## src/rtl/lkvc_pkg.sv

```systemverilog
// Shared constants, opcodes and control types of the LRU key-value cache.
package lkvc_pkg;

  localparam int MAX_ENTRIES = 16;
  localparam int IDX_W       = (MAX_ENTRIES > 1) ? $clog2(MAX_ENTRIES) : 1;
  localparam int RANK_W      = IDX_W;
  localparam int CNT_W       = $clog2(MAX_ENTRIES + 1);
  localparam int CAP_W       = 5;
  localparam int CMP_W       = (CAP_W > CNT_W) ? CAP_W : CNT_W;
  localparam int KEY_W       = 32;
  localparam int VAL_W       = 32;
  localparam int CAP_RESET   = 16;

  localparam logic OP_GET = 1'b0;
  localparam logic OP_PUT = 1'b1;

  // Controller to datapath.
  typedef struct packed {
    logic load_req;
    logic exec;
  } lkvc_cmd_t;

  // Datapath to controller.
  typedef struct packed {
    logic is_get;
  } lkvc_sts_t;

endpackage

```

## src/rtl/lkvc_intf.sv

```systemverilog
// Request, response and configuration channel interfaces of the cache.
interface lkvc_req_if;
  logic                                 valid;
  logic                                 ready;
  logic                                 opcode;
  logic signed [lkvc_pkg::KEY_W-1:0]    lookup_key;
  logic signed [lkvc_pkg::VAL_W-1:0]    store_value;

  modport source (output valid, opcode, lookup_key, store_value, input ready);
  modport sink   (input valid, opcode, lookup_key, store_value, output ready);
endinterface

interface lkvc_rsp_if;
  logic                                 valid;
  logic                                 ready;
  logic                                 hit;
  logic signed [lkvc_pkg::VAL_W-1:0]    read_value;

  modport source (output valid, hit, read_value, input ready);
  modport sink   (input valid, hit, read_value, output ready);
endinterface

interface lkvc_cfg_if;
  logic                                 valid;
  logic                                 ready;
  logic        [lkvc_pkg::CAP_W-1:0]    capacity_in_use;

  modport source (output valid, capacity_in_use, input ready);
  modport sink   (input valid, capacity_in_use, output ready);
endinterface

```

## src/rtl/lkvc_ctrl.sv

```systemverilog
// Controller state machine: request intake, execute step and response valid.
module lkvc_ctrl (
  input  logic                clk_i,
  input  logic                rst_ni,
  input  logic                req_valid_i,
  output logic                req_ready_o,
  output logic                rsp_valid_o,
  input  logic                rsp_ready_i,
  input  lkvc_pkg::lkvc_sts_t sts_i,
  output lkvc_pkg::lkvc_cmd_t cmd_o
);

  localparam logic [0:0] ST_IDLE = 1'b0;
  localparam logic [0:0] ST_EXEC = 1'b1;

  logic [0:0] state_q, state_d;
  logic       rsp_valid_q, rsp_valid_d;
  logic       fire;

  // Execute once a put, or once the output register can take the get result.
  assign fire = (state_q == ST_EXEC) &&
                (!sts_i.is_get || !rsp_valid_q || rsp_ready_i);

  // Next state and commands.
  always_comb begin
    state_d        = state_q;
    cmd_o.load_req = 1'b0;
    cmd_o.exec     = 1'b0;
    case (state_q)
      ST_IDLE: begin
        if (req_valid_i) begin
          cmd_o.load_req = 1'b1;
          state_d        = ST_EXEC;
        end
      end
      ST_EXEC: begin
        if (fire) begin
          cmd_o.exec = 1'b1;
          state_d    = ST_IDLE;
        end
      end
      default: state_d = ST_IDLE;
    endcase
  end

  // Set on a finished get, drop once the response is taken.
  always_comb begin
    rsp_valid_d = rsp_valid_q;
    if (fire && sts_i.is_get) begin
      rsp_valid_d = 1'b1;
    end else if (rsp_ready_i) begin
      rsp_valid_d = 1'b0;
    end
  end

  always_ff @(posedge clk_i or negedge rst_ni) begin
    if (!rst_ni) begin
      state_q     <= ST_IDLE;
      rsp_valid_q <= 1'b0;
    end else begin
      state_q     <= state_d;
      rsp_valid_q <= rsp_valid_d;
    end
  end

  assign req_ready_o = (state_q == ST_IDLE);
  assign rsp_valid_o = rsp_valid_q;

endmodule

```

## src/rtl/lkvc_datapath.sv

```systemverilog
// Datapath: entry store, parallel key compare, recency ranks and result register.
module lkvc_datapath (
  input  logic                                clk_i,
  input  logic                                rst_ni,
  input  logic                                cfg_valid_i,
  input  logic        [lkvc_pkg::CAP_W-1:0]   cfg_data_i,
  input  logic                                req_op_i,
  input  logic        [lkvc_pkg::KEY_W-1:0]   req_key_i,
  input  logic        [lkvc_pkg::VAL_W-1:0]   req_val_i,
  input  lkvc_pkg::lkvc_cmd_t                 cmd_i,
  output lkvc_pkg::lkvc_sts_t                 sts_o,
  output logic                                rsp_hit_o,
  output logic        [lkvc_pkg::VAL_W-1:0]   rsp_value_o
);

  localparam int N = lkvc_pkg::MAX_ENTRIES;

  logic [lkvc_pkg::CAP_W-1:0]  cap_q;
  logic                        req_op_q;
  logic [lkvc_pkg::KEY_W-1:0]  req_key_q;
  logic [lkvc_pkg::VAL_W-1:0]  req_val_q;
  logic [N-1:0]                valid_q;
  logic [lkvc_pkg::KEY_W-1:0]  key_q  [N];
  logic [lkvc_pkg::VAL_W-1:0]  val_q  [N];
  logic [lkvc_pkg::RANK_W-1:0] rank_q [N];
  logic [lkvc_pkg::CNT_W-1:0]  used_q;
  logic                        rsp_hit_q;
  logic [lkvc_pkg::VAL_W-1:0]  rsp_value_q;

  logic [N-1:0]                match;
  logic                        hit_any;
  logic [lkvc_pkg::IDX_W-1:0]  hit_idx;
  logic [lkvc_pkg::IDX_W-1:0]  free_idx;
  logic [lkvc_pkg::IDX_W-1:0]  oldest_idx;
  logic [lkvc_pkg::IDX_W-1:0]  tgt_idx;
  logic [lkvc_pkg::RANK_W-1:0] oldest_rank;
  logic [lkvc_pkg::CMP_W-1:0]  eff_cap;
  logic [lkvc_pkg::CMP_W-1:0]  cap_ext;
  logic                        fill;
  logic                        is_put;
  logic                        update;
  logic [lkvc_pkg::CNT_W-1:0]  old_rank;

  assign is_put = (req_op_q == lkvc_pkg::OP_PUT);

  // Clamp the capacity to one..MAX_ENTRIES.
  always_comb begin
    cap_ext = lkvc_pkg::CMP_W'(cap_q);
    if (cap_q == '0) begin
      eff_cap = lkvc_pkg::CMP_W'(1);
    end else if (cap_ext > lkvc_pkg::CMP_W'(N)) begin
      eff_cap = lkvc_pkg::CMP_W'(N);
    end else begin
      eff_cap = cap_ext;
    end
  end

  // Compare the key against every entry, pick first hit, first free, oldest.
  assign oldest_rank = lkvc_pkg::RANK_W'(used_q - lkvc_pkg::CNT_W'(1));

  always_comb begin
    hit_idx    = '0;
    free_idx   = '0;
    oldest_idx = '0;
    for (int j = N - 1; j >= 0; j--) begin
      match[j] = valid_q[j] && (key_q[j] == req_key_q);
      if (match[j]) begin
        hit_idx = lkvc_pkg::IDX_W'(j);
      end
      if (!valid_q[j]) begin
        free_idx = lkvc_pkg::IDX_W'(j);
      end
      if (valid_q[j] && (rank_q[j] == oldest_rank)) begin
        oldest_idx = lkvc_pkg::IDX_W'(j);
      end
    end
  end

  assign hit_any = |match;
  assign fill    = !hit_any && (lkvc_pkg::CMP_W'(used_q) < eff_cap);
  assign update  = cmd_i.exec && (hit_any || is_put);

  // Choose the entry to promote and the rank it leaves behind.
  always_comb begin
    if (hit_any) begin
      tgt_idx  = hit_idx;
      old_rank = lkvc_pkg::CNT_W'(rank_q[hit_idx]);
    end else if (fill) begin
      tgt_idx  = free_idx;
      old_rank = used_q;
    end else begin
      tgt_idx  = oldest_idx;
      old_rank = lkvc_pkg::CNT_W'(oldest_rank);
    end
  end

  // Hold the capacity register and the accepted request.
  always_ff @(posedge clk_i or negedge rst_ni) begin
    if (!rst_ni) begin
      cap_q <= lkvc_pkg::CAP_W'(lkvc_pkg::CAP_RESET);
    end else if (cfg_valid_i) begin
      cap_q <= cfg_data_i;
    end
  end

  always_ff @(posedge clk_i) begin
    if (cmd_i.load_req) begin
      req_op_q  <= req_op_i;
      req_key_q <= req_key_i;
      req_val_q <= req_val_i;
    end
  end

  // Age younger entries, promote the target, count fills.
  always_ff @(posedge clk_i or negedge rst_ni) begin
    if (!rst_ni) begin
      valid_q <= '0;
      used_q  <= '0;
      for (int j = 0; j < N; j++) begin
        rank_q[j] <= '0;
      end
    end else if (update) begin
      for (int j = 0; j < N; j++) begin
        if (valid_q[j] && (lkvc_pkg::CNT_W'(rank_q[j]) < old_rank)) begin
          rank_q[j] <= lkvc_pkg::RANK_W'(rank_q[j] + 1'b1);
        end
      end
      rank_q[tgt_idx] <= '0;
      if (is_put) begin
        valid_q[tgt_idx] <= 1'b1;
        if (!hit_any && fill) begin
          used_q <= lkvc_pkg::CNT_W'(used_q + 1'b1);
        end
      end
    end
  end

  // Write key and value on a put.
  always_ff @(posedge clk_i) begin
    if (update && is_put) begin
      key_q[tgt_idx] <= req_key_q;
      val_q[tgt_idx] <= req_val_q;
    end
  end

  // Load the get result.
  always_ff @(posedge clk_i) begin
    if (cmd_i.exec && !is_put) begin
      rsp_hit_q   <= hit_any;
      rsp_value_q <= hit_any ? val_q[hit_idx] : '0;
    end
  end

  assign sts_o.is_get = (req_op_q == lkvc_pkg::OP_GET);
  assign rsp_hit_o    = rsp_hit_q;
  assign rsp_value_o  = rsp_value_q;

endmodule

```

## src/rtl/lru_key_value_cache_core.sv

```systemverilog
// Each request is loaded at intake, then handled in an execute step doing
// the parallel key compare and recency update, where a get result is
// registered. No new request is taken until execute ends; a get waits in
// execute while a previous result is still held in the output register.
// Reset: asynchronous, active low; empties the cache, clears ranks and count,
// and sets capacity_in_use to 16. Configuration is always ready.
module lru_key_value_cache_core (
  input  logic        clk_i,
  input  logic        rst_ni,
  lkvc_req_if.sink    req,
  lkvc_rsp_if.source  rsp,
  lkvc_cfg_if.sink    cfg
);

  lkvc_pkg::lkvc_cmd_t cmd;
  lkvc_pkg::lkvc_sts_t sts;
  logic                rsp_hit;
  logic [lkvc_pkg::VAL_W-1:0] rsp_value;

  assign cfg.ready = 1'b1;

  lkvc_ctrl u_ctrl (
    .clk_i       (clk_i),
    .rst_ni      (rst_ni),
    .req_valid_i (req.valid),
    .req_ready_o (req.ready),
    .rsp_valid_o (rsp.valid),
    .rsp_ready_i (rsp.ready),
    .sts_i       (sts),
    .cmd_o       (cmd)
  );

  lkvc_datapath u_datapath (
    .clk_i       (clk_i),
    .rst_ni      (rst_ni),
    .cfg_valid_i (cfg.valid),
    .cfg_data_i  (cfg.capacity_in_use),
    .req_op_i    (req.opcode),
    .req_key_i   (req.lookup_key),
    .req_val_i   (req.store_value),
    .cmd_i       (cmd),
    .sts_o       (sts),
    .rsp_hit_o   (rsp_hit),
    .rsp_value_o (rsp_value)
  );

  assign rsp.hit        = rsp_hit;
  assign rsp.read_value = rsp_value;

endmodule

```

## src/flat_wrapper.sv

```systemverilog
// flat-port wrapper written by rule: the top's interface ports become plain ports
module lru_key_value_cache_core_flat 
  (clk_i, rst_ni, req_valid, req_opcode, req_lookup_key, req_store_value, req_ready, rsp_valid, rsp_hit, rsp_read_value, rsp_ready, cfg_valid, cfg_capacity_in_use, cfg_ready);
  lkvc_req_if req_i ();
  lkvc_rsp_if rsp_i ();
  lkvc_cfg_if cfg_i ();
  input  logic clk_i;
  input  logic rst_ni;
  input wire logic [$bits(req_i.valid)-1:0] req_valid;
  input wire logic [$bits(req_i.opcode)-1:0] req_opcode;
  input wire logic [$bits(req_i.lookup_key)-1:0] req_lookup_key;
  input wire logic [$bits(req_i.store_value)-1:0] req_store_value;
  output wire logic [$bits(req_i.ready)-1:0] req_ready;
  output wire logic [$bits(rsp_i.valid)-1:0] rsp_valid;
  output wire logic [$bits(rsp_i.hit)-1:0] rsp_hit;
  output wire logic [$bits(rsp_i.read_value)-1:0] rsp_read_value;
  input wire logic [$bits(rsp_i.ready)-1:0] rsp_ready;
  input wire logic [$bits(cfg_i.valid)-1:0] cfg_valid;
  input wire logic [$bits(cfg_i.capacity_in_use)-1:0] cfg_capacity_in_use;
  output wire logic [$bits(cfg_i.ready)-1:0] cfg_ready;
  assign req_i.valid = req_valid;
  assign req_i.opcode = req_opcode;
  assign req_i.lookup_key = req_lookup_key;
  assign req_i.store_value = req_store_value;
  assign req_ready = req_i.ready;
  assign rsp_valid = rsp_i.valid;
  assign rsp_hit = rsp_i.hit;
  assign rsp_read_value = rsp_i.read_value;
  assign rsp_i.ready = rsp_ready;
  assign cfg_i.valid = cfg_valid;
  assign cfg_i.capacity_in_use = cfg_capacity_in_use;
  assign cfg_ready = cfg_i.ready;
  lru_key_value_cache_core u_core (.clk_i(clk_i), .rst_ni(rst_ni), .req(req_i), .rsp(rsp_i), .cfg(cfg_i));
endmodule
```

## config.mk

```make
export PLATFORM = sky130hd
export DESIGN_NAME = lru_key_value_cache_core_flat
export DESIGN_NICKNAME = d
export VERILOG_FILES = /design/src/rtl/lkvc_pkg.sv /design/src/rtl/lkvc_intf.sv /design/src/rtl/lkvc_ctrl.sv /design/src/rtl/lkvc_datapath.sv /design/src/rtl/lru_key_value_cache_core.sv /design/src/flat_wrapper.sv
export SDC_FILE = /design/constraint.sdc
export NUM_CORES = 2
export LEC_CHECK = 0
export BUFFER_PORTS_ARGS = -buffer_cell sky130_fd_sc_hd__buf_4
export CAP_MARGIN = 10
export CORE_ASPECT_RATIO = 1.2
export CORE_MARGIN = 2
export CORE_UTILIZATION = 35
export CTS_CLUSTER_DIAMETER = 50
export DETAILED_ROUTE_END_ITERATION = 12
export PLACE_DENSITY_LB_ADDON = 0.25
export REMOVE_ABC_BUFFERS = 1
export SLEW_MARGIN = 25
export SYNTH_ARGS = -nofsm -noshare
export SYNTH_HDL_FRONTEND = slang
export SYNTH_SLANG_ARGS = --single-unit
```

## constraint.sdc

```tcl
create_clock -name clk_i -period 7.85 [get_ports clk_i]
set_input_delay 0.785 -clock clk_i [delete_from_list [all_inputs] [get_ports clk_i]]
set_output_delay 0.785 -clock clk_i [all_outputs]
set_load 0.005 [all_outputs]
```

==> summary.md <==
| Metric | Value |
|---|---|
| Status | `completed` |
| Reg clk slew, reported paths | `70 ps` |
| Dpl ws | `700 ps` |
| Arr. time, crit path | `7930 ps` |
| # nets final | `4,266` |
| Num CTS Buffers | `130` |
| WP buf/inv | `3` |
| Startpoint Class | `register` |
| Slew headroom | `31.1%` |
| Total gr overflow | `0` |
| DRT met1 WL | `69.6 mm` |
| Post_cts resized | `0` |
| Die H | `439 um` |
| Max Cap Viol | `0` |
| CP top delay family | `simple AND/OR/NAND/NOR gates` |
| DR top layer | `met4` |
| Crit-path max cell delay | `900 ps` |
| Largest net degree at the start of global routing | `71` |
| Period utilization | `92.2%` |
| Worst clock skew | `32.0 ps` |
| Final setup fails | `0` |
| Slowest cell on the critical path | `edfxtp_1` |
| EDFF count, synth | `1,122` |
| Vias per std cell | `5.40` |
| CP Class | `reg -> reg` |
| CTS tree | `built` |
| Post-synth top flop | `edfxtp_1` |
| Via count | `34,100` |
| Met2 WL | `78.6 mm` |
| Register area share after synthesis | `65.2%` |
| Initial drt markers | `3,017` |
| Top-count cell post-synth | `edfxtp_1` |
| Wire per inst | `25.6 um` |
| Routed Antenna Nets | `0` |
| Worst path depth | `23` |
| Setup ws final | `610 ps` |
| Num ports | `111` |
| Met3 Wirelength | `8.10 mm` |
| Worst Tran Pin Value | `1030 ps` |
| GR Util All Layers | `19.7%` |
| Synth cell types | `88` |
| Later-pin clock latency in the skew report | `770 ps` |
| Mapped Area | `0.0552 mm2` |
| Clock Root Buffer | `clkbuf_16` |
| PwrDens | `279 mW/mm2` |
| Yosys top cell area share | `61.0%` |
| Port buffer count | `109` |
| Synth-to-Final Area Change | `14.9%` |
| Share of layout cells above drive strength 1 | `15.3%` |
| Crit. End Element | `register` |
| Critical path cell sequence | `buf_4, xor2_1, nor4_1, nand4_1, nor4_1, nor4_1, o21ba_2, nor2_4, buf_4, a211oi_1, a211oi_1, a21oi_1, a22oi_1, nand2_1, buf_4, ha_1, a21o_1, a21oi_1, o21ai_0, a21oi_1, nand4_1, or4_1, nand2_1` |
| Num Clock Sinks | `1,214` |
| Path depth of the worst reg2reg path | `23` |
| Final wirelength | `162 mm` |
| Area contributors post-synth | `edfxtp_1 61%, xor2_1 5.8%, dfrtp_1 4.1%, xnor2_1 3.1%, mux2i_1 3.1%` |
| Synth top cells by count | `1,122 x edfxtp_1, 367 x xor2_1, 283 x nand2_1` |
| Minimum clock period | `7240 ps` |
| H-tree level count | `4` |
| VDD IR max | `228 uV` |
| DRC violations left | `0` |
| Avg Cell Area, Syn | `14.1 um2` |
| First-pass GRT wire length | `234 mm` |
| GPL Wtd Cong | `0.917` |
| Vias in the first global route | `33,600` |
| Area of the core | `0.157 mm2` |
| Layout Cell Area excl Fill | `0.0635 mm2` |
| Initial antenna violation count | `5` |
| Die X | `367 um` |
| Synth area leader | `edfxtp_1` |
| Asr flop ratio synth | `7.58%` |
| Worst hold path depth | `1` |
| Worst path required time | `8540 ps` |
| Mapped Cells | `3,924` |
| Drt pass-1 iters | `7` |
| Die area | `0.161 mm2` |
| Maximum fanout along the worst path | `17` |
| Starting Density | `35.3%` |
| Post-DP Area | `0.0593 mm2` |
| Seq cells post-synth | `1,214` |
| Leak pwr | `21.6 nW` |
| Max Root-Sink Buffers | `3` |
| HPWL after DPL | `99.6 mm` |
| Fin. max-slew vios | `0` |
| RSZ-0062 raised after global routing | `no` |
| Synthesis warning total | `0` |
| # rows | `159` |
| Hold Fails Final Rpt | `0` |
| HP Class | `in -> reg` |
| Fillers | `14,400` |
| Peak Freq | `138 MHz` |
[worst reg2reg max path, cell delays in order, from the launching register on]
cell	delay, ps
edfxtp_1	900
buf_4	460
xor2_1	170
nor4_1	250
nand4_1	140
nor4_1	850
nor4_1	230
o21ba_2	300
nor2_4	430
buf_4	340
a211oi_1	100
a211oi_1	310
a21oi_1	70
a22oi_1	160
nand2_1	440
buf_4	360
ha_1	190
a21o_1	170
a21oi_1	130
o21ai_0	150
a21oi_1	370
nand4_1	150
or4_1	400
nand2_1	80
[registers in the layout (all words and copies together), names as in the netlist, 16 cells and up]
signal                         count
u_core.u_datapath.req_key_q       32
u_core.u_datapath.rsp_value_o     32
u_core.u_datapath.key_q          512
u_core.u_datapath.valid_q         16
u_core.u_datapath.val_q          512
u_core.u_datapath.rank_q          64
u_core.u_datapath.req_val_q       32
[report_power, final]
| part | switching [mW] | internal [mW] | total [mW] |
|---|---|---|---|
| Combinational | 2.30 | 1.31 | 3.60 |
| Sequential | 0.385 | 7.56 | 7.94 |
| Clock | 2.58 | 3.56 | 6.15 |
[kinds of logic after synthesis]
group                    count (synthesis)  synth area share, %
AO/OA/AOI/OAI                          536                 6.46
other                                    1              0.00679
buffers and inverters                  236                 2.00
AND/OR/NAND/NOR                        991                 9.55
flip-flops                            1214                 65.2
adder cells (fa/ha/maj)                 70                 1.59
XOR/XNOR                               581                 9.60
multiplexers                           295                 5.63
[cell type report]
class,instances,area [um2],share of cell area (%)
antenna,4,10.0,0.0158
multi-input combinational,2474,18300,28.9
clock buffer,159,3450,5.43
timing repair buffer,255,2190,3.45
sequential,1214,36000,56.7
inverter,46,173,0.272
tap,2093,2620,4.12
clock inverter,66,727,1.14
[repair_timing]
action / 4_1_cts / 5_1_grt
buffers inserted: 0 / 0
hold buffers: 1 / 0
endpoints found under the hold margin: 18 / 0
[worst paths after layout]
path / slack, ps / from / endpoint
worst max register to register: 610 / u_core.u_datapath.req_key_q[24] / u_core.u_datapath.rank_q[39]
worst min-delay path: 200 / req_lookup_key[18] / u_core.u_datapath.req_key_q[18]
worst max-delay path: 610 / u_core.u_datapath.req_key_q[24] / u_core.u_datapath.rank_q[39]
min in group asynchronous: 580 / rst_ni / u_core.u_datapath.rank_q[27]
worst min register to register: 540 / u_core.u_ctrl.rsp_valid_o / u_core.u_ctrl.rsp_valid_o
max in group asynchronous: 5990 / rst_ni / u_core.u_datapath.valid_q[4]
[metrics by stage]
step | power [mW] | TNS [ps] | utilization [%] | hold slack (ps) | cells
final | 17.7 | 0 | 40.6 | 203 | 6311
after global routing | 18.4 | 0 | 40.6 | 159 | 6308
after CTS | 17.8 | 0 | 40.5 | 145 | 6306
after detailed placement | 11.7 | 0 | 37.9 | 528 | 6080
after global placement | 11.6 | 0 | 37.9 | 521 | 6080
after floorplan | 10.3 | -1632890 | - | 481 | 3734
[metal layers]
layer | vias to the layer above | track usage [%]
met5 | - | 0
met4 | 0 | 6.75
met3 | 265 | 2.61
met2 | 1137 | 33.4
met1 | 17400 | 26.0
li1 | 15300 | -
[placed cells by master, fill, tap and decap left out, types with 126 or more instances in the layout]
| cell | count |
|---|---|
| edfxtp_1 | 1122 |
| xor2_1 | 367 |
| nand2_1 | 281 |
| buf_4 | 232 |
| xnor2_1 | 198 |
| mux2i_1 | 169 |
| nor4_1 | 158 |
| clkbuf_16 | 134 |
| a21oi_1 | 132 |
| nand4_1 | 127 |
| o21ai_0 | 126 |
| mux2_2 | 126 |
Note: power is estimated with default switching activity, not from simulation.
